## src/rtl/assert_macros.svh

```systemverilog
// Assertion helpers, clocked on clk_i and disabled while rst_ni is low.
`ifndef ASSERT_MACROS_SVH
`define ASSERT_MACROS_SVH

// same-cycle implication
`define AST_IMP(lbl, ante, cons) \
  lbl: assert property (@(posedge clk_i) disable iff (!rst_ni) (ante) |-> (cons)) \
    else $error("assertion failed");

// next-cycle implication
`define AST_NEXT(lbl, ante, cons) \
  lbl: assert property (@(posedge clk_i) disable iff (!rst_ni) (ante) |=> (cons)) \
    else $error("assertion failed");

// condition must never hold
`define AST_NEVER(lbl, cond) \
  lbl: assert property (@(posedge clk_i) disable iff (!rst_ni) !(cond)) \
    else $error("assertion failed");

`endif

```

## src/rtl/ffa_pkg.sv

```systemverilog
package ffa_pkg;

  // segment cell operations, broadcast to the whole row
  typedef enum logic [2:0] {
    SEG_HOLD,
    SEG_INIT,
    SEG_CARVE,
    SEG_REMOVE,
    SEG_MERGE_BOTH,
    SEG_MERGE_PREV,
    SEG_MERGE_NEXT,
    SEG_INSERT
  } seg_op_e;

  // per-cell status toward the controller
  typedef struct packed {
    logic exact;
    logic join_prev;
    logic join_next;
  } ffa_cell_stat_t;

  localparam logic [2:0] ST_OK      = 3'd0;
  localparam logic [2:0] ST_BAD     = 3'd1;
  localparam logic [2:0] ST_NOSPACE = 3'd2;
  localparam logic [2:0] ST_INVALID = 3'd3;
  localparam logic [2:0] ST_FULL    = 3'd4;

  localparam logic CMD_ALLOC = 1'b0;
  localparam logic CMD_FREE  = 1'b1;

  localparam logic [1:0] REG_HEAP_SIZE = 2'd0;
  localparam logic [1:0] REG_HEADER    = 2'd1;

  localparam int unsigned REQ_W   = 16;
  localparam int unsigned OADDR_W = 16;
  localparam int unsigned HEAP_W  = 17;
  localparam int unsigned HDR_W   = 7;

  localparam logic [HEAP_W-1:0] HEAP_RESET   = 17'd1024;
  localparam logic [HDR_W-1:0]  HEADER_RESET = 7'd8;

endpackage

```

## src/rtl/ffa_cell.sv

```systemverilog
module ffa_cell import ffa_pkg::*; #(
  parameter int unsigned AW      = 16,
  parameter bit          IS_HEAD = 1'b0
) (
  input  logic           clk_i,
  input  logic           rst_ni,
  input  seg_op_e        op_i,
  input  logic [((AW+2 > 18) ? AW+2 : 18)-1:0] total_i,
  input  logic [AW-1:0]  bs_i,
  input  logic [AW:0]    bl_i,
  input  logic [AW:0]    init_len_i,
  input  logic           prev_valid_i,
  input  logic [AW-1:0]  prev_start_i,
  input  logic [AW:0]    prev_len_i,
  input  logic           next_valid_i,
  input  logic [AW-1:0]  next_start_i,
  input  logic [AW:0]    next_len_i,
  input  logic           fit_in_i,
  output logic           fit_out_o,
  input  logic           pos_in_i,
  output logic           pos_out_o,
  input  logic           next_is_pos_i,
  output logic           is_pos_o,
  output logic           valid_o,
  output logic [AW-1:0]  start_o,
  output logic [AW:0]    len_o,
  output logic [AW-1:0]  hit_start_o,
  output ffa_cell_stat_t stat_o
);

  localparam int unsigned CW = (AW+2 > 18) ? AW+2 : 18;
  localparam logic [AW:0]    LIMIT   = {1'b1, {AW{1'b0}}};
  localparam logic [CW-1:0]  RST_W   = CW'(HEAP_RESET);
  localparam logic [AW:0]    RST_LEN = (RST_W > CW'(LIMIT)) ? LIMIT : (AW+1)'(RST_W);

  logic          valid_q, valid_d;
  logic [AW-1:0] start_q, start_d;
  logic [AW:0]   len_q, len_d;
  logic          hit_q, at_hit_q, pos_q, at_pos_q, pnext_q;

  logic cand_fit, fit_first, cand_pos, pos_first, end_eq, start_eq;

  assign cand_fit  = valid_q && (CW'(len_q) >= total_i);
  assign fit_first = cand_fit && !fit_in_i;
  assign fit_out_o = fit_in_i || cand_fit;

  assign cand_pos  = !valid_q || (start_q >= bs_i);
  assign pos_first = cand_pos && !pos_in_i;
  assign pos_out_o = pos_in_i || cand_pos;
  assign is_pos_o  = pos_first;

  assign end_eq   = ((AW+1)'(start_q) + len_q) == (AW+1)'(bs_i);
  assign start_eq = (AW+1)'(start_q) == ((AW+1)'(bs_i) + bl_i);

  assign stat_o.exact     = fit_first && (CW'(len_q) == total_i);
  assign stat_o.join_prev = next_is_pos_i && valid_q && end_eq;
  assign stat_o.join_next = pos_first && valid_q && start_eq;

  assign hit_start_o = fit_first ? start_q : '0;
  assign valid_o     = valid_q;
  assign start_o     = start_q;
  assign len_o       = len_q;

  always_comb begin
    valid_d = valid_q;
    start_d = start_q;
    len_d   = len_q;
    case (op_i)
      SEG_INIT: begin
        valid_d = IS_HEAD && (init_len_i != '0);
        start_d = '0;
        len_d   = IS_HEAD ? init_len_i : '0;
      end
      SEG_CARVE: begin
        if (hit_q) begin
          start_d = AW'(CW'(start_q) + total_i);
          len_d   = (AW+1)'(CW'(len_q) - total_i);
        end
      end
      SEG_REMOVE: begin
        if (at_hit_q) begin
          valid_d = next_valid_i;
          start_d = next_start_i;
          len_d   = next_len_i;
        end
      end
      SEG_MERGE_BOTH: begin
        if (pnext_q) begin
          len_d = len_q + bl_i + next_len_i;
        end else if (at_pos_q) begin
          valid_d = next_valid_i;
          start_d = next_start_i;
          len_d   = next_len_i;
        end
      end
      SEG_MERGE_PREV: begin
        if (pnext_q) len_d = len_q + bl_i;
      end
      SEG_MERGE_NEXT: begin
        if (pos_q) begin
          start_d = bs_i;
          len_d   = len_q + bl_i;
        end
      end
      SEG_INSERT: begin
        if (pos_q) begin
          valid_d = 1'b1;
          start_d = bs_i;
          len_d   = bl_i;
        end else if (at_pos_q) begin
          valid_d = prev_valid_i;
          start_d = prev_start_i;
          len_d   = prev_len_i;
        end
      end
      default: ;
    endcase
  end

  always_ff @(posedge clk_i or negedge rst_ni) begin
    if (!rst_ni) begin
      valid_q <= IS_HEAD;
      start_q <= '0;
      len_q   <= IS_HEAD ? RST_LEN : '0;
    end else begin
      valid_q <= valid_d;
      start_q <= start_d;
      len_q   <= len_d;
    end
  end

  // position flags, taken during planning and used on the apply cycle
  always_ff @(posedge clk_i) begin
    hit_q    <= fit_first;
    at_hit_q <= fit_out_o;
    pos_q    <= pos_first;
    at_pos_q <= pos_out_o;
    pnext_q  <= next_is_pos_i;
  end

endmodule

```

## config.mk

```make
export PLATFORM = sky130hd
export DESIGN_NAME = ffa_cell
export DESIGN_NICKNAME = d
export VERILOG_FILES = /design/src/rtl/assert_macros.svh /design/src/rtl/ffa_pkg.sv /design/src/rtl/ffa_cell.sv
export SDC_FILE = /design/constraint.sdc
export NUM_CORES = 1
export LEC_CHECK = 0
export ABC_CLOCK_PERIOD_IN_PS = 11800
export BUFFER_PORTS_ARGS = -buffer_cell sky130_fd_sc_hd__buf_2
export CELL_PAD_IN_SITES_DETAIL_PLACEMENT = 1
export CELL_PAD_IN_SITES_GLOBAL_PLACEMENT = 1
export CORE_MARGIN = 5
export CORE_UTILIZATION = 40
export DETAILED_ROUTE_END_ITERATION = 12
export PLACE_DENSITY = 0.85
export RECOVER_POWER = 50
export SETUP_SLACK_MARGIN = 0.2
export SLEW_MARGIN = 20
export SYNTH_ARGS = -nofsm -noshare
export SYNTH_HDL_FRONTEND = slang
export SYNTH_SLANG_ARGS = --single-unit
```

## constraint.sdc

```tcl
create_clock -name clk_i -period 11.8 [get_ports clk_i]
set_input_delay 1.18 -clock clk_i [delete_from_list [all_inputs] [get_ports clk_i]]
set_output_delay 1.18 -clock clk_i [all_outputs]
set_load 0.01 [all_outputs]
```

-- Yosys cells after proc, flatten, opt, wreduce, memory -nomap -nowiden
Index checks and enable logic that the tools add are counted.
- input bits: 144
- register bits: 39
- logic and storage cells: 78
- $add $sub $neg: 6
- mux-type cells: 24
- equal/unequal tests: 18
- reductions and logical operators: 20
- order comparisons: 2
- operators with widths (kind ; number):
    2-to-1 mux 17 bit ; 8
    2-to-1 mux 16 bit ; 8
    one-hot mux 17 bit (7 select lines) ; 1
    one-hot mux 16 bit (6 select lines) ; 1
    adder 16 x 17 -> 17 bit ; 2
    adder 17 bit ; 2
    equality test 17 x 18 -> 1 bit ; 1
    >= comparator 17 x 18 -> 1 bit ; 1
    equality test 16 x 17 -> 1 bit ; 1
    equality test 17 x 16 -> 1 bit ; 1
    subtractor 17 bit ; 1
    adder 16 bit ; 1
    >= comparator 16 bit ; 1
    AND reduction 7 bit ; 2
    equality test 3 bit, second input constant ; 4
    != test 2 bit, second input constant ; 6
    logical AND 1 bit ; 8
    nonzero test 7 bit ; 1
    equality test 3 x 2 -> 1 bit, second input constant ; 2
    != test 3 bit, second input constant ; 2
    nonzero test 6 bit ; 1
    2-to-1 mux 1 bit ; 5
    AND reduction 5 bit ; 1
    one-hot mux 1 bit (4 select lines) ; 1
    4 further kinds ; 8

-- Depth between registers and ports, before layout
- depth after elaboration: 5
- depth in mapped cells: 18

-- Worst setup path after synthesis
OpenSTA, ideal clock, no wires.
- kind: input-to-output
- start point: input port bs_i[0]
- end point: output port stat_o[0] (netlist bit)
- path slack: 6709 ps
- data required time: 10620 ps
- path buffers: 0
- stages: 11
- arrival: 3911 ps
- cells stage by stage: ha_1 fa_1 a21o_1 a21o_1 a21o_1 a311oi_2 a31oi_1 or4_1 nor4_2 o2111ai_1 nor4b_2
- RTL lines (item ; RTL line ; text):
    start: declaration ; ffa_cell.sv:9 ; input logic [AW-1:0] bs_i,
    end: declaration ; ffa_cell.sv:28 ; output ffa_cell_stat_t stat_o

==> run_results.csv <==
group,metric,value,unit
synthesis,synthDistinctLibCells,75,
synthesis,synth_edf_count,0,
critical_path,r2r-start,"len_o[0]$_DFFE_PN0P_",
synthesis,synth_seq_cells,39,
hold_path,hold_path.class,"reg2reg",
routing,vias_per_cell,6.20,
synthesis,seq_area_frac_synth,0.126,
routing,drt-initial-drc-count,839,
critical_path,critical_path.endpoint_type,"output pin",
critical_path,crit_path_frequent_cell,"a21o_1",
cts,cts_setup_buffers,0,
finish,n_antenna_cell,0,
finish,fin_nets,1408,
routing,drc_errors,0,
cts,clk_latency,310,ps
timing,final.min_clock_period,5600,ps
cts,clockBufferDepth,2,
pwr,powerDensity,157,mW/mm2
cts,cts_buffers,5,
timing,fin_crit_sh,0.474,
critical_path,worstPathRequired,10620,ps
cts,clk_pin_slew,70,ps
critical_path,path_depth,13,
status,status,"finished, violations left",
place,gp_congestion,0.931,
critical_path,rr_endpoint,"len_o[16]$_DFFE_PN0P_",
critical_path,crit_chain,"buf_2, ha_1, fa_1, a21o_1, a21o_1, a21o_1, a311oi_2, a31oi_1, or4_1, nor4_2, o2111ai_1, nor4b_2, buf_2",
timing,finalSetupViolations,0,
die,fp-row-count,50,
critical_path,critical_path_buf_inv_count,2,
status,violations,"capacitance limit, slew limit",
run,drv_cap,1,
grt,grt_max_degree,35,
critical_path,cp-start-kind,"primary input",
synthesis,syn_inst,970,
critical_path,worst_path_dominant_cell_family,"simple AND/OR/NAND/NOR gates",
die,die_h,148,um
timing,finalSetupTns,0,ps
critical_path,critPathArrivalTime,4420,ps
finish,drive_gt1_frac,0.162,
timing,worst_pin_slew,2170,ps
die,dieArea,0.0218,mm2
routing,avgRoutedWirePerCell,22.7,um
grt,grt_pass1_vias,8828,
synthesis,synth_warnings,0,
critical_path,slowest_stage,"or4_1",
die,ioPinCount,200,
routing,vias,8557,
synthesis,syn-cell-area,0.00757,mm2
timing,drv_slew,35,
cts,ctsHoldBuffers,0,
synthesis,syn-num-nets,1232,
critical_path,cpPeakStageDelay,570,ps
grt,grt-ovfl-total,0,
timing,holdWs,637,ps
routing,ant_nets,0,
critical_path,startpoint,"bs_i[0]",
cts,htree_levels,2,
timing,maxSlewHeadroom,-0.450,
critical_path,cp_max_fo,4,
pwr,vdd_drop_max,0.0652,mV
die,core,0.0186,mm2
routing,routed_wl,31.3,mm
grt,grt_first_pass_wirelength,48.3,mm
cts,clock-sinks,39,
synthesis,synth_area_per_cell,7.80,um2
grt,grt_usage,0.280,
synthesis,synthArstFlopShare,0.872,
timing,rsz0062_at_grt,"no",
critical_path,r2r_cells,16,
timing,fmax,179,MHz
critical_path,crit_path_end,"stat_o[0]",
finish,area_growth,17.5,%
timing,clock_skew,4.31,ps
place,hpwl,25.5,mm
die,die_w,148,um
place,portBuffers,182,
cts,post_cts_resized,0,
timing,hold_viol,0,
critical_path,critPathKind,"in2out",
cts,cts_tree,"done",
grt,antenna_found_initial,1,
critical_path,reg2reg_slack,7140,ps
die,start_util,0.406,
pwr,p_leak,0.00437,uW
routing,drt-pass1-iter-count,6,
cts,cts_root_buf,"clkbuf_16",
synthesis,synth_ff_type,"dfrtp_1",
## sequential cells by signal (all words and copies together) (netlist names)
register and flops:
len_o 17, start_o 16, at_hit_q 1, at_pos_q 1, hit_q 1, pnext_q 1
pos_q 1, valid_o 1
## layer usage
metal / share of wire / up-vias / global-route usage
met5: 0.00022 / - / 0
met4: 0.037 / 2 / 0.109
met3: 0.058 / 64 / 0.0429
met2: 0.46 / 306 / 0.463
met1: 0.44 / 4163 / 0.366
li1: - / 4022 / -
## report_power, final
| part | leakage, uW | internal (uW) | switching [uW] |
|---|---|---|---|
| combinational | 0.00379 | 424 | 572 |
| clock | 0.0000868 | 106 | 70.5 |
| sequential | 0.000489 | 159 | 64.3 |
## cells in the mapped netlist (all sizes together) (11+ instances only)
| cell | instances | area share |
|---|---|---|
| a21o | 35 | 0.035 |
| a21oi | 69 | 0.046 |
| a221oi | 13 | 0.017 |
| a222oi | 31 | 0.041 |
| a22o | 15 | 0.017 |
| a31oi | 12 | 0.0099 |
| and2 | 20 | 0.017 |
| clkbuf | 20 | 0.0099 |
| dfrtp | 34 | 0.11 |
| ha | 112 | 0.19 |
| inv | 66 | 0.033 |
| nand2 | 77 | 0.038 |
| nand2b | 18 | 0.015 |
| nand3 | 20 | 0.013 |
| nor2 | 57 | 0.028 |
| nor2b | 11 | 0.0091 |
| nor3 | 19 | 0.013 |
| o21a | 16 | 0.016 |
| o21ai | 75 | 0.050 |
| o21bai | 14 | 0.014 |
| xnor2 | 66 | 0.076 |
| xor2 | 36 | 0.042 |
## how the worst min path moves through the flow
stage | start | endpoint | cells past startpoint
6_report | len_o[0]$_DFFE_PN0P_ | len_o[0]$_DFFE_PN0P_ | 1
2_1_floorplan | at_pos_q$_DFF_P_ | valid_o$_DFFE_PN0P_ | 3
3_5_place_dp | len_o[0]$_DFFE_PN0P_ | len_o[0]$_DFFE_PN0P_ | 1
5_1_grt | len_o[0]$_DFFE_PN0P_ | len_o[0]$_DFFE_PN0P_ | 1
3_3_place_gp | len_o[0]$_DFFE_PN0P_ | len_o[0]$_DFFE_PN0P_ | 1
4_1_cts | len_o[0]$_DFFE_PN0P_ | len_o[0]$_DFFE_PN0P_ | 1
## cell families after synthesis
logic type	Yosys count	synth area share
compound gates	340	0.311
simple gates	271	0.182
fa+ha+maj	118	0.201
xor+xnor	102	0.118
buf+inv	87	0.0431
flops	39	0.126
mux	13	0.0193
## final cells by class
type	count	area, um2
well taps	234	293
multi-input cells	844	6300
fillers	2405	9750
clock buffers	6	139
clock inverters	2	35.0
flip-flops and latches	39	951
inverters	66	248
repair buffers	190	932
## through the flow
stage	cells	area [um2]	setup WS, ps	utilization	power, uW
2_1_floorplan	970	7570	6710	-	926
3_3_place_gp	1373	8760	6220	0.470	1170
3_5_place_dp	1373	8760	6230	0.470	1210
4_1_cts	1381	8940	6210	0.479	1390
5_1_grt	1381	8900	6060	0.477	1510
6_report	1381	8900	6200	0.477	1400
## layout by cell type, fill, tap and decap left out, types with 5 or more instances in the layout
cell / n
o21bai_1: 14
o31ai_1: 5
a31oi_1: 12
fa_1: 6
nor3_1: 18
nand4_1: 9
xnor2_1: 66
nor2b_1: 11
nor2_1: 56
or3_1: 6
o21ai_0: 51
a21o_1: 34
a21oi_1: 69
a22o_1: 15
buf_2: 151
xor2_1: 36
a221oi_1: 11
dfxtp_1: 5
and3_1: 8
clkbuf_16: 5
nand2_1: 77
and2_1: 19
mux2i_1: 9
buf_4: 8
o211ai_1: 7
ha_1: 112
o21ai_1: 24
nand3_1: 20
a22oi_1: 5
clkbuf_1: 31
o21a_1: 16
a211oi_1: 8
inv_1: 66
dfrtp_1: 34
a222oi_1: 31
nand3b_1: 5
nand2b_1: 18
No activity file was read; power rests on OpenSTA's default activity.
